===== src/hdl/pkct_pkg.sv =====
// pkct_pkg: shared types and constants of the per-key change event throttle
// used by pkct_ctrl, pkct_dpath and the top level; no dependencies
package pkct_pkg;

  localparam int TABLE_ENTRIES = 16;
  localparam int IDX_W = (TABLE_ENTRIES > 1) ? $clog2(TABLE_ENTRIES) : 1;

  localparam logic [2:0] KIND_CHANGED   = 3'd0;
  localparam logic [2:0] KIND_DONE_HINT = 3'd1;

  localparam logic [19:0] RATE_LIMIT_RESET = 20'd800;
  localparam logic [15:0] DONE_DELAY_RESET = 16'd2000;

  localparam logic REG_RATE_LIMIT = 1'b0;
  localparam logic REG_DONE_DELAY = 1'b1;

  typedef enum logic [1:0] {
    PUT_CHANGE_SYN,
    PUT_DONE_SYN,
    PUT_EVENT,
    PUT_UNTRACKED
  } put_sel_t;

  typedef enum logic [2:0] {
    WR_NONE,
    WR_TICK,
    WR_FLUSH_C,
    WR_CLR_HD,
    WR_CHANGE
  } wr_op_t;

  typedef struct packed {
    logic     latch;
    logic     look;
    logic     idx_clr;
    logic     idx_inc;
    logic     put;
    put_sel_t put_sel;
    logic     finish;
    wr_op_t   wr;
  } cmd_t;

  typedef struct packed {
    logic in_tick;
    logic look_hit;
    logic look_full;
    logic hit;
    logic full;
    logic valid_at;
    logic fire_c;
    logic fire_d;
    logic dd_nz;
    logic hd_nz;
    logic pass;
    logic idx_last;
    logic slot_ok;
    logic out_free;
    logic hold_valid;
    logic kind_changed;
    logic kind_done;
  } status_t;

endpackage


===== src/hdl/pkct_dpath.sv =====
// pkct_dpath: entry table, configuration registers, lookup, time arithmetic
// and the two-deep result buffer; depends on pkct_pkg
module pkct_dpath import pkct_pkg::*; (
  input  logic        clk,
  input  logic        rst,
  input  cmd_t        cmd,
  output status_t     st,
  input  logic        opcode,
  input  logic [31:0] now_ms,
  input  logic [31:0] file_key,
  input  logic [31:0] other_key,
  input  logic        has_other,
  input  logic [2:0]  event_kind,
  output logic        out_valid,
  input  logic        out_ready,
  output logic [31:0] out_key,
  output logic [31:0] out_other_key,
  output logic        out_has_other,
  output logic [2:0]  out_kind,
  output logic        untracked,
  output logic        last_of_run,
  input  logic        cfg_we,
  input  logic        cfg_index,
  input  logic [19:0] cfg_data
);

  logic [19:0] rate_limit;
  logic [15:0] done_delay;

  logic [TABLE_ENTRIES-1:0] evalid;
  logic [31:0] ekey [TABLE_ENTRIES];
  logic [31:0] els  [TABLE_ENTRIES];
  logic [31:0] edd  [TABLE_ENTRIES];
  logic [31:0] ehd  [TABLE_ENTRIES];

  logic [31:0] l_now, l_key, l_other;
  logic        l_has;
  logic [2:0]  l_kind;

  logic [IDX_W-1:0] idx;
  logic             hit, full;

  // lookup over all entries in parallel
  logic [IDX_W-1:0] match_idx, free_idx;
  logic             any_match, any_free;

  always_comb begin
    match_idx = '0;
    free_idx  = '0;
    any_match = 1'b0;
    any_free  = 1'b0;
    for (int i = TABLE_ENTRIES - 1; i >= 0; i--) begin
      if (evalid[i] && ekey[i] == l_key) begin
        any_match = 1'b1;
        match_idx = IDX_W'(i);
      end
      if (!evalid[i]) begin
        any_free = 1'b1;
        free_idx = IDX_W'(i);
      end
    end
  end

  logic [31:0] rk, rls, rdd, rhd;
  logic        rv;
  assign rk  = ekey[idx];
  assign rls = els[idx];
  assign rdd = edd[idx];
  assign rhd = ehd[idx];
  assign rv  = evalid[idx];

  logic        fire_c, fire_d, keep;
  logic [31:0] ls_after, expire, since, dd_arm, hd_arm;

  assign fire_c   = (rdd != 32'd0) && (l_now >= rdd);
  assign fire_d   = (rhd != 32'd0) && (l_now >= rhd);
  assign ls_after = fire_c ? l_now : rls;
  assign expire   = ls_after + {11'd0, rate_limit, 1'b0};
  assign keep     = ((ls_after != 32'd0) && (expire > l_now))
                  || (!fire_c && rdd != 32'd0) || (!fire_d && rhd != 32'd0);
  assign since    = (rls > l_now) ? 32'd0 : l_now - rls;
  assign dd_arm   = l_now + {12'd0, rate_limit};
  assign hd_arm   = l_now + {16'd0, done_delay};

  logic pass;
  assign pass = !hit || (since >= {12'd0, rate_limit});

  // result buffer: hold stage so the last result of an item can be marked
  logic        hold_valid;
  logic [31:0] h_key, h_other;
  logic        h_has, h_untr;
  logic [2:0]  h_kind;
  logic        out_free;

  assign out_free = !out_valid || out_ready;

  logic [31:0] n_key, n_other;
  logic        n_has, n_untr;
  logic [2:0]  n_kind;

  always_comb begin
    n_key   = l_key;
    n_other = l_has ? l_other : 32'd0;
    n_has   = l_has;
    n_kind  = l_kind;
    n_untr  = 1'b0;
    case (cmd.put_sel)
      PUT_CHANGE_SYN: begin
        n_key = rk; n_other = 32'd0; n_has = 1'b0; n_kind = KIND_CHANGED;
      end
      PUT_DONE_SYN: begin
        n_key = rk; n_other = 32'd0; n_has = 1'b0; n_kind = KIND_DONE_HINT;
      end
      PUT_UNTRACKED: begin
        n_kind = KIND_CHANGED; n_untr = 1'b1;
      end
      default: ;
    endcase
  end

  always_ff @(posedge clk) begin
    if (rst) begin
      rate_limit <= RATE_LIMIT_RESET;
      done_delay <= DONE_DELAY_RESET;
    end else if (cfg_we) begin
      case (cfg_index)
        REG_RATE_LIMIT: rate_limit <= cfg_data;
        REG_DONE_DELAY: done_delay <= cfg_data[15:0];
        default: ;
      endcase
    end
  end

  always_ff @(posedge clk) begin
    if (cmd.latch) begin
      l_now   <= now_ms;
      l_key   <= file_key;
      l_other <= other_key;
      l_has   <= has_other;
      l_kind  <= event_kind;
    end
    if (cmd.idx_clr) begin
      idx <= '0;
    end else if (cmd.idx_inc) begin
      idx <= idx + IDX_W'(1);
    end else if (cmd.look) begin
      idx  <= any_match ? match_idx : free_idx;
      hit  <= any_match;
      full <= !any_free;
    end
    case (cmd.wr)
      WR_TICK: begin
        els[idx] <= ls_after;
        if (fire_c) edd[idx] <= 32'd0;
        if (fire_d) ehd[idx] <= 32'd0;
      end
      WR_FLUSH_C: begin
        if (rdd != 32'd0) begin
          edd[idx] <= 32'd0;
          els[idx] <= l_now;
        end
      end
      WR_CLR_HD: ehd[idx] <= 32'd0;
      WR_CHANGE: begin
        if (!hit) begin
          ekey[idx] <= l_key;
          els[idx]  <= l_now;
          edd[idx]  <= 32'd0;
        end else if (pass) begin
          els[idx] <= l_now;
          edd[idx] <= 32'd0;
        end else if (rdd == 32'd0) begin
          edd[idx] <= dd_arm;
        end
        ehd[idx] <= hd_arm;
      end
      default: ;
    endcase
  end

  always_ff @(posedge clk) begin
    if (rst) begin
      evalid <= '0;
    end else if (cmd.wr == WR_TICK) begin
      evalid[idx] <= keep;
    end else if (cmd.wr == WR_CHANGE && !hit) begin
      evalid[idx] <= 1'b1;
    end
  end

  always_ff @(posedge clk) begin
    if (rst) begin
      hold_valid <= 1'b0;
      out_valid  <= 1'b0;
    end else begin
      if (cmd.put) begin
        hold_valid <= 1'b1;
        h_key   <= n_key;
        h_other <= n_other;
        h_has   <= n_has;
        h_kind  <= n_kind;
        h_untr  <= n_untr;
      end else if (cmd.finish) begin
        hold_valid <= 1'b0;
      end
      if ((cmd.put && hold_valid) || cmd.finish) begin
        out_valid     <= 1'b1;
        out_key       <= h_key;
        out_other_key <= h_other;
        out_has_other <= h_has;
        out_kind      <= h_kind;
        untracked     <= h_untr;
        last_of_run   <= cmd.finish;
      end else if (out_ready) begin
        out_valid <= 1'b0;
      end
    end
  end

  always_comb begin
    st.in_tick      = opcode;
    st.look_hit     = any_match;
    st.look_full    = !any_free;
    st.hit          = hit;
    st.full         = full;
    st.valid_at     = rv;
    st.fire_c       = fire_c;
    st.fire_d       = fire_d;
    st.dd_nz        = rdd != 32'd0;
    st.hd_nz        = rhd != 32'd0;
    st.pass         = pass;
    st.idx_last     = idx == IDX_W'(TABLE_ENTRIES - 1);
    st.slot_ok      = !hold_valid || out_free;
    st.out_free     = out_free;
    st.hold_valid   = hold_valid;
    st.kind_changed = l_kind == KIND_CHANGED;
    st.kind_done    = l_kind == KIND_DONE_HINT;
  end

  assert property (@(posedge clk) disable iff (rst)
    cmd.finish |=> out_valid && last_of_run && !hold_valid)
    else $error("finish did not move the held result out as last");
  assert property (@(posedge clk) disable iff (rst)
    cmd.put && !hold_valid |=> hold_valid && !(out_valid && !$past(out_valid)))
    else $error("first result of a run reached the output early");
  assert property (@(posedge clk) disable iff (rst)
    (cmd.wr == WR_CHANGE) && !hit |=> evalid[$past(idx)])
    else $error("allocated entry not marked valid");

endmodule


===== src/hdl/pkct_ctrl.sv =====
// pkct_ctrl: sequencer for lookup, tick scan and result issue
// depends on pkct_pkg; drives pkct_dpath through cmd_t and reads status_t
module pkct_ctrl import pkct_pkg::*; (
  input  logic    clk,
  input  logic    rst,
  input  logic    in_valid,
  output logic    in_ready,
  input  status_t st,
  output cmd_t    cmd
);

  typedef enum logic [8:0] {
    S_IDLE = 9'b000000001,
    S_LOOK = 9'b000000010,
    S_TC   = 9'b000000100,
    S_TD   = 9'b000001000,
    S_EFC  = 9'b000010000,
    S_EFD  = 9'b000100000,
    S_EPUT = 9'b001000000,
    S_ECHG = 9'b010000000,
    S_FIN  = 9'b100000000
  } state_t;

  state_t state, state_next;

  assign in_ready = state == S_IDLE;

  always_comb begin
    state_next = state;
    cmd = '0;
    cmd.put_sel = PUT_EVENT;
    cmd.wr = WR_NONE;
    case (state)
      S_IDLE: begin
        if (in_valid) begin
          cmd.latch = 1'b1;
          cmd.idx_clr = 1'b1;
          state_next = st.in_tick ? S_TC : S_LOOK;
        end
      end
      S_LOOK: begin
        cmd.look = 1'b1;
        if (st.kind_changed) state_next = S_ECHG;
        else state_next = st.look_hit ? S_EFC : S_EPUT;
      end
      S_TC: begin
        if (!st.valid_at) begin
          if (st.idx_last) state_next = S_FIN;
          else cmd.idx_inc = 1'b1;
        end else if (!st.fire_c) begin
          state_next = S_TD;
        end else if (st.slot_ok) begin
          cmd.put = 1'b1;
          cmd.put_sel = PUT_CHANGE_SYN;
          state_next = S_TD;
        end
      end
      S_TD: begin
        if (!st.fire_d || st.slot_ok) begin
          cmd.put = st.fire_d;
          cmd.put_sel = PUT_DONE_SYN;
          cmd.wr = WR_TICK;
          if (st.idx_last) state_next = S_FIN;
          else begin
            cmd.idx_inc = 1'b1;
            state_next = S_TC;
          end
        end
      end
      S_EFC: begin
        if (!st.dd_nz) state_next = S_EFD;
        else if (st.slot_ok) begin
          cmd.put = 1'b1;
          cmd.put_sel = PUT_CHANGE_SYN;
          cmd.wr = WR_FLUSH_C;
          state_next = S_EFD;
        end
      end
      S_EFD: begin
        if (st.kind_done || !st.hd_nz) begin
          cmd.wr = WR_CLR_HD;
          state_next = S_EPUT;
        end else if (st.slot_ok) begin
          cmd.put = 1'b1;
          cmd.put_sel = PUT_DONE_SYN;
          cmd.wr = WR_CLR_HD;
          state_next = S_EPUT;
        end
      end
      S_EPUT: begin
        if (st.slot_ok) begin
          cmd.put = 1'b1;
          state_next = S_FIN;
        end
      end
      S_ECHG: begin
        if (!st.hit && st.full) begin
          if (st.slot_ok) begin
            cmd.put = 1'b1;
            cmd.put_sel = PUT_UNTRACKED;
            state_next = S_FIN;
          end
        end else if (!st.pass || st.slot_ok) begin
          cmd.put = st.pass;
          cmd.wr = WR_CHANGE;
          state_next = S_FIN;
        end
      end
      S_FIN: begin
        if (!st.hold_valid) state_next = S_IDLE;
        else if (st.out_free) begin
          cmd.finish = 1'b1;
          state_next = S_IDLE;
        end
      end
      default: state_next = S_IDLE;
    endcase
  end

  always_ff @(posedge clk) begin
    if (rst) state <= S_IDLE;
    else state <= state_next;
  end

  assert property (@(posedge clk) disable iff (rst) cmd.put |-> st.slot_ok)
    else $error("result issued with no room in the buffer");
  assert property (@(posedge clk) disable iff (rst)
    cmd.finish |-> st.hold_valid && st.out_free)
    else $error("finish without a held result or a free output");
  assert property (@(posedge clk) disable iff (rst)
    state == S_IDLE |-> !st.hold_valid)
    else $error("held result left behind at end of item");

endmodule


===== src/hdl/per_key_change_event_throttle_unit.sv =====
// per-key change event throttle: an event is latched, looked up over all keys
// in parallel and issues its reports in turn; a tick walks the 16-entry table
// one empty entry a cycle, a second state for a live entry, plus output stalls.
// one item at a time; the next is taken once the last report is handed to the
// output register. synchronous reset clears the valid bits, restores both
// limits to defaults and empties the output.
module per_key_change_event_throttle_unit import pkct_pkg::*; (
  input  logic        clk,
  input  logic        rst,
  input  logic        in_valid,
  output logic        in_ready,
  input  logic        opcode,
  input  logic [31:0] now_ms,
  input  logic [31:0] file_key,
  input  logic [31:0] other_key,
  input  logic        has_other,
  input  logic [2:0]  event_kind,
  output logic        out_valid,
  input  logic        out_ready,
  output logic [31:0] out_key,
  output logic [31:0] out_other_key,
  output logic        out_has_other,
  output logic [2:0]  out_kind,
  output logic        untracked,
  output logic        last_of_run,
  input  logic        cfg_we,
  input  logic        cfg_index,
  input  logic [19:0] cfg_data
);

  cmd_t    cmd;
  status_t st;

  pkct_ctrl u_ctrl (
    .clk      (clk),
    .rst      (rst),
    .in_valid (in_valid),
    .in_ready (in_ready),
    .st       (st),
    .cmd      (cmd)
  );

  pkct_dpath u_dpath (
    .clk           (clk),
    .rst           (rst),
    .cmd           (cmd),
    .st            (st),
    .opcode        (opcode),
    .now_ms        (now_ms),
    .file_key      (file_key),
    .other_key     (other_key),
    .has_other     (has_other),
    .event_kind    (event_kind),
    .out_valid     (out_valid),
    .out_ready     (out_ready),
    .out_key       (out_key),
    .out_other_key (out_other_key),
    .out_has_other (out_has_other),
    .out_kind      (out_kind),
    .untracked     (untracked),
    .last_of_run   (last_of_run),
    .cfg_we        (cfg_we),
    .cfg_index     (cfg_index),
    .cfg_data      (cfg_data)
  );

endmodule

===== config.mk =====
export PLATFORM = sky130hd
export DESIGN_NAME = per_key_change_event_throttle_unit
export DESIGN_NICKNAME = d
export VERILOG_FILES = /design/src/hdl/pkct_pkg.sv /design/src/hdl/pkct_dpath.sv /design/src/hdl/pkct_ctrl.sv /design/src/hdl/per_key_change_event_throttle_unit.sv
export SDC_FILE = /design/constraint.sdc
export NUM_CORES = 2
export LEC_CHECK = 0
export BUFFER_PORTS_ARGS = -buffer_cell sky130_fd_sc_hd__buf_2
export CORE_UTILIZATION = 60
export DETAILED_ROUTE_END_ITERATION = 6
export PLACE_DENSITY = 0.87
export SYNTH_ARGS = -nofsm -noshare
export SYNTH_HDL_FRONTEND = slang
export SYNTH_HIERARCHICAL = 1
export SYNTH_SLANG_ARGS = --single-unit

===== constraint.sdc =====
create_clock -name clk -period 33.2 [get_ports clk]
set_input_delay 9.96 -clock clk [delete_from_list [all_inputs] [get_ports clk]]
set_output_delay 9.96 -clock clk [all_outputs]
set_load 0.05 [all_outputs]

[After elaboration in Yosys (flattened, before gate mapping)]
Memory sizes are Yosys's and may differ from the RTL's. A register that Yosys moved wholly into a read port is not among the register bits.
Cells that the tools add are included.
Storage, ports and cells
  ROM bits: 0
  latch bits: 0
  memories kept: 4
  output and inout bits: 72
  bits in registers: 308
  bits in writable memories: 2048
  logic and storage cells: 336
Operators by class
  $add $sub $neg: 5
  reduce and logical (&&, ||, !) cells: 61
  multiplexer cells: 178
  shift operators: 0
  magnitude comparators: 7
  div/mod/pow operators: 0
  equality and inequality tests: 41
  multipliers: 0
  bitwise logic cells: 15
Memory list
  u_dpath.edd: words 16, width 32, read ports 1, clocked after Yosys merged registers in 1, write ports 1, RTL line pkct_dpath.sv:33  | logic [31:0] edd [TABLE_ENTRIES];
  u_dpath.ehd: words 16, width 32, read ports 1, clocked after Yosys merged registers in 1, write ports 1, RTL line pkct_dpath.sv:34  | logic [31:0] ehd [TABLE_ENTRIES];
  u_dpath.ekey: words 16, width 32, read ports 17, clocked after Yosys merged registers in 1, write ports 1, RTL line pkct_dpath.sv:31  | logic [31:0] ekey [TABLE_ENTRIES];
  u_dpath.els: words 16, width 32, read ports 1, clocked after Yosys merged registers in 1, write ports 1, RTL line pkct_dpath.sv:32  | logic [31:0] els [TABLE_ENTRIES];
Operators with widths (count)
  $eq A32 B32 Y1: 16
  $mux W32: 12
  $mux W4: 44
  $mux W9: 17
  $reduce_bool A32 Y1: 3
  $pmux W9 S9: 1
  $mux W1: 78
  $ge A32 B32 Y1: 2
  $gt A32 B32 Y1: 2
  $mux W3: 12
  $add A32 B16 Y32: 1
  $add A32 B20 Y32: 1
  $add A32 B21 Y32: 1
  $ge A32 B20 Y1: 1
  $logic_not A32 Y1: 1
  $mux W16: 2
  $sub A32 B32 Y32: 1
  $logic_and A1 B1 Y1: 25
  $bwmux W16: 1
  $or A16 B16 Y16: 1
  $pmux W3 S4: 1
  $pmux W2 S5: 1
  $eq A9 B1 Y1 const B: 1
  $eq A9 B2 Y1 const B: 1
  other kinds (41): 81

[Depth between registers and ports, before layout]
An unclocked memory read counts as a cell.
  word-level depth: 24
  gate-level depth with buffers: 48
  mapped depth without buffers: 41

[Cells and area by module]
The synthesis kept the hierarchy.
Modules (own cells, without submodules)
  pkct_dpath: area each 104561.5 sq um, cells an instance 6111, instances 1, seq. area each 69977.1 sq um
  pkct_ctrl: area each 967.2 sq um, cells an instance 132, instances 1, seq. area each 180.2 sq um

[Least setup slack after synthesis]
OpenSTA, ideal clock, no wires.
  path type: input port to flip-flop
  start: input port out_ready
  end: register u_dpath.h_has (enable)
  stages on the path: 5
  arrival time: 13800 ps
  setup slack: 18896 ps
  path buffers: 1
  data required time: 32696 ps
  cell sequence: nand3b_1 > clkbuf_1 > inv_1 > a31oi_1 > nor2b_1
RTL lines
  from (decl): RTL line per_key_change_event_throttle_unit.sv:19  | input logic out_ready,
  to (signal assigned): RTL line pkct_dpath.sv:200  | h_has <= n_has;
  to (decl): RTL line pkct_dpath.sv:91  | logic h_has, h_untr;

==> results.json <==
{
  "status": "complete, no violations",
  "insertion_delay_ps": 920,
  "tightest_slew_ps": 1380,
  "cts_tree": "built",
  "grt_overflow": 0,
  "mostFrequentLayoutCell": "edfxtp_1",
  "dr_total_vias": 64600,
  "synth_top_cell_by_area": "edfxtp_1",
  "numCtsBuffers": 224,
  "dp_hpwl_microns": 203000,
  "skew_ps": 65.9,
  "p_sw_share_pct": 33.1,
  "crit_top_cell": "buf_4",
  "grt_max_degree": 136,
  "combPwrFrac_pct": 31.8,
  "detail-route-antenna-nets": 0,
  "cpLargestDelayFamily": "simple AND/OR/NAND/NOR gates",
  "critPathKind": "reg -> reg",
  "synth_top_cell_area_share_pct": 65.1,
  "p_per_area_nw_per_um2": 78.3,
  "placed_area_sq_um": 110000,
  "cts_buffer_depth": 3,
  "cts.sinks": 2360,
  "holdWs_ps": 417,
  "crit_fanout": 53,
  "antenna_found_initial": 27,
  "pin_count": 199,
  "end_kind": "flop",
  "max_stage_delay_ps": 1200,
  "cts_setup_buffers": 0,
  "hold_class": "reg -> reg",
  "post_drt_wl_per_cell_microns": 36.1,
  "path_buf_inv": 6,
  "worstHoldStart": "u_dpath/h_other[28]",
  "rows": 153,
  "syn_nets": 6582,
  "power_frac_seq_pct": 38.7,
  "wl_microns": 326000,
  "grt_pass1_wl_microns": 458000,
  "syn_area_sq_um": 106000,
  "start_util_pct": 60.6,
  "gp_congestion": 1.05,
  "yosysWarnings": 6,
  "switching_power_mw": 3.05,
  "ys.flop_type": "edfxtp_1",
  "fin_setup_tns_ps": 0,
  "syn_inst": 6243,
  "area_growth_pct": 11.5,
  "synth_area_per_cell_sq_um": 16.9,
  "cts.htree.levels": 4,
  "synthArstFlopShare_pct": 0,
  "synth_edf_count": 2289,
  "seq_area_frac_synth_pct": 66.5,
  "drv_cap": 0,
  "post-route-period-util_pct": 41.2,
  "power_frac_clock_pct": 29.5,
  "final_cell_mix": "2289 x edfxtp_1, 591 x mux4_2, 383 x xor2_1, 264 x nand2_1, 230 x xnor2_1",
  "maxSlewViolCount": 0,
  "drc": 0,
  "final_nets": 6861,
  "rsz0062_at_grt": "no",
  "drt_iter0_drc": 10400,
  "vdd_ir_drop_max_mv": 0.0557,
  "startpoint_type": "flop",
  "yosysUniqueCellTypes": 91,
  "grt_usage_pct": 36.5,
  "cts_hold_buffers": 0,
  "relSlewSlack_pct": 8.04,
  "cts-resized-gates": 0,
  "root_buffer": "clkbuf_16",
  "coreArea_sq_um": 174000,
  "numPortBuffers": 198,
  "ys_top_cells_by_area": "edfxtp_1 65%, mux4_2 13%, xor2_1 3.2%",
  "drt_first_pass_iters": 7,
  "drive_gt1_share_pct": 22.0,
  "multi_input_comb_area_sq_um": 34000,
  "fin_area_sq_um": 118000,
  "fmax_ghz": 0.0732,
  "ys_ff_latch": 2360,
  "vias_per_cell": 7.14,
  "ff_latch_area_sq_um": 70200,
  "p_leak_nw": 38.7,
  "die_area_sq_um": 178000,
  "finalSetupViolations": 0,
  "clk_pin_slew_worst_paths_ps": 60,
  "die_h_microns": 421,
  "crit_required_ps": 33700,
  "grt_pass1_vias": 63600,
  "hold_viol_final": 0,
  "p_int_mw": 6.17,
  "min_period_ps": 13670,
  "critPathArrivalTime_ps": 14160,
  "crit_path_top_delay_cell": "nor2_4",
  "die_x_microns": 421,
  "num-fill-cells": 10900
}
## path summary, 6_finish.rpt
kind / endpoint / slack (ps) / depth (start not counted)
max reg2reg: u_dpath/ekey[9][20] / 19530 / 34
min: u_dpath/out_other_key[28] / 420 / 0
min reg2reg: u_dpath/out_other_key[28] / 420 / 0
max: u_dpath/ekey[9][20] / 19530 / 34
## through the flow
step / utilization [%] / std cells / setup slack [ps] / total power, mW
3_3_place_gp: 63.1 / 8620 / 19160 / 6.33
4_1_cts: 67.5 / 9034 / 19570 / 9.12
6_report: 67.6 / 9045 / 19530 / 9.21
5_1_grt: 67.5 / 9036 / 18760 / 9.45
2_1_floorplan: - / 6243 / 18900 / 5.52
3_5_place_dp: 63.1 / 8620 / 18920 / 6.40
## cells in the mapped netlist, types with 71 or more instances
cell      number
nor3_1        87
inv_1        155
clkbuf_1     161
edfxtp_1    2289
dfxtp_1       71
o21ai_0      113
ha_1         208
nor4_1       188
xor2_1       383
xnor2_1      230
mux4_2       591
nand2_1      264
a21oi_1      187
nand4_1      133
nor2_1       247
## logic make-up (layout without fill, tap and decap cells)
logic type	count (synthesis)	count (layout)	share of synthesized area, %
flip-flops	2360	2360	66.5
AND/OR/NAND/NOR	1266	1266	6.35
multiplexers	699	699	13.7
AO/OA/AOI/OAI	628	628	3.88
XOR/XNOR	613	613	5.09
buffers and inverters	465	932	1.95
adder cells (fa/ha/maj)	212	212	2.54
other	0	10	0
## sequential cells by signal (all words and copies together), names as in the netlist, 20 cells and up, named ones only
name and cells:
u_dpath/rate_limit 20, u_dpath/out_other_key 32, u_dpath/h_other 32, u_dpath/l_key 32, u_dpath/ekey 512, u_dpath/l_now 32
u_dpath/out_key 32, u_dpath/ehd 512, u_dpath/edd 512, u_dpath/l_other 32, u_dpath/els 512, u_dpath/h_key 32
## power groups by stage
stage,Sequential (mW),Combinational [mW],Clock [mW]
3_3_place_gp,3.63,2.70,0
5_1_grt,3.57,3.04,2.84
2_1_floorplan,3.62,1.90,0
3_5_place_dp,3.63,2.77,0
6_report,3.57,2.93,2.72
4_1_cts,3.57,2.82,2.73
## layer usage
metal  part of all wire, %  GRT usage [%]  up-vias
met2                    45           54.9     5541
met4                   8.1           23.8       24
met3                    15           11.7     1313
met5                 0.058              0        -
li1                      -              -    25500
met1                    33           46.0    32100
## layout make-up
cell class	count	area share, %
clock inverter	143	1.55
clock buffer	271	5.06
multi-input combinational	3418	28.9
timing repair buffer	356	1.90
inverter	162	0.521
sequential	2360	59.6
tap	2325	2.47
antenna	10	0.0213
(Power assumes the default switching activity.)
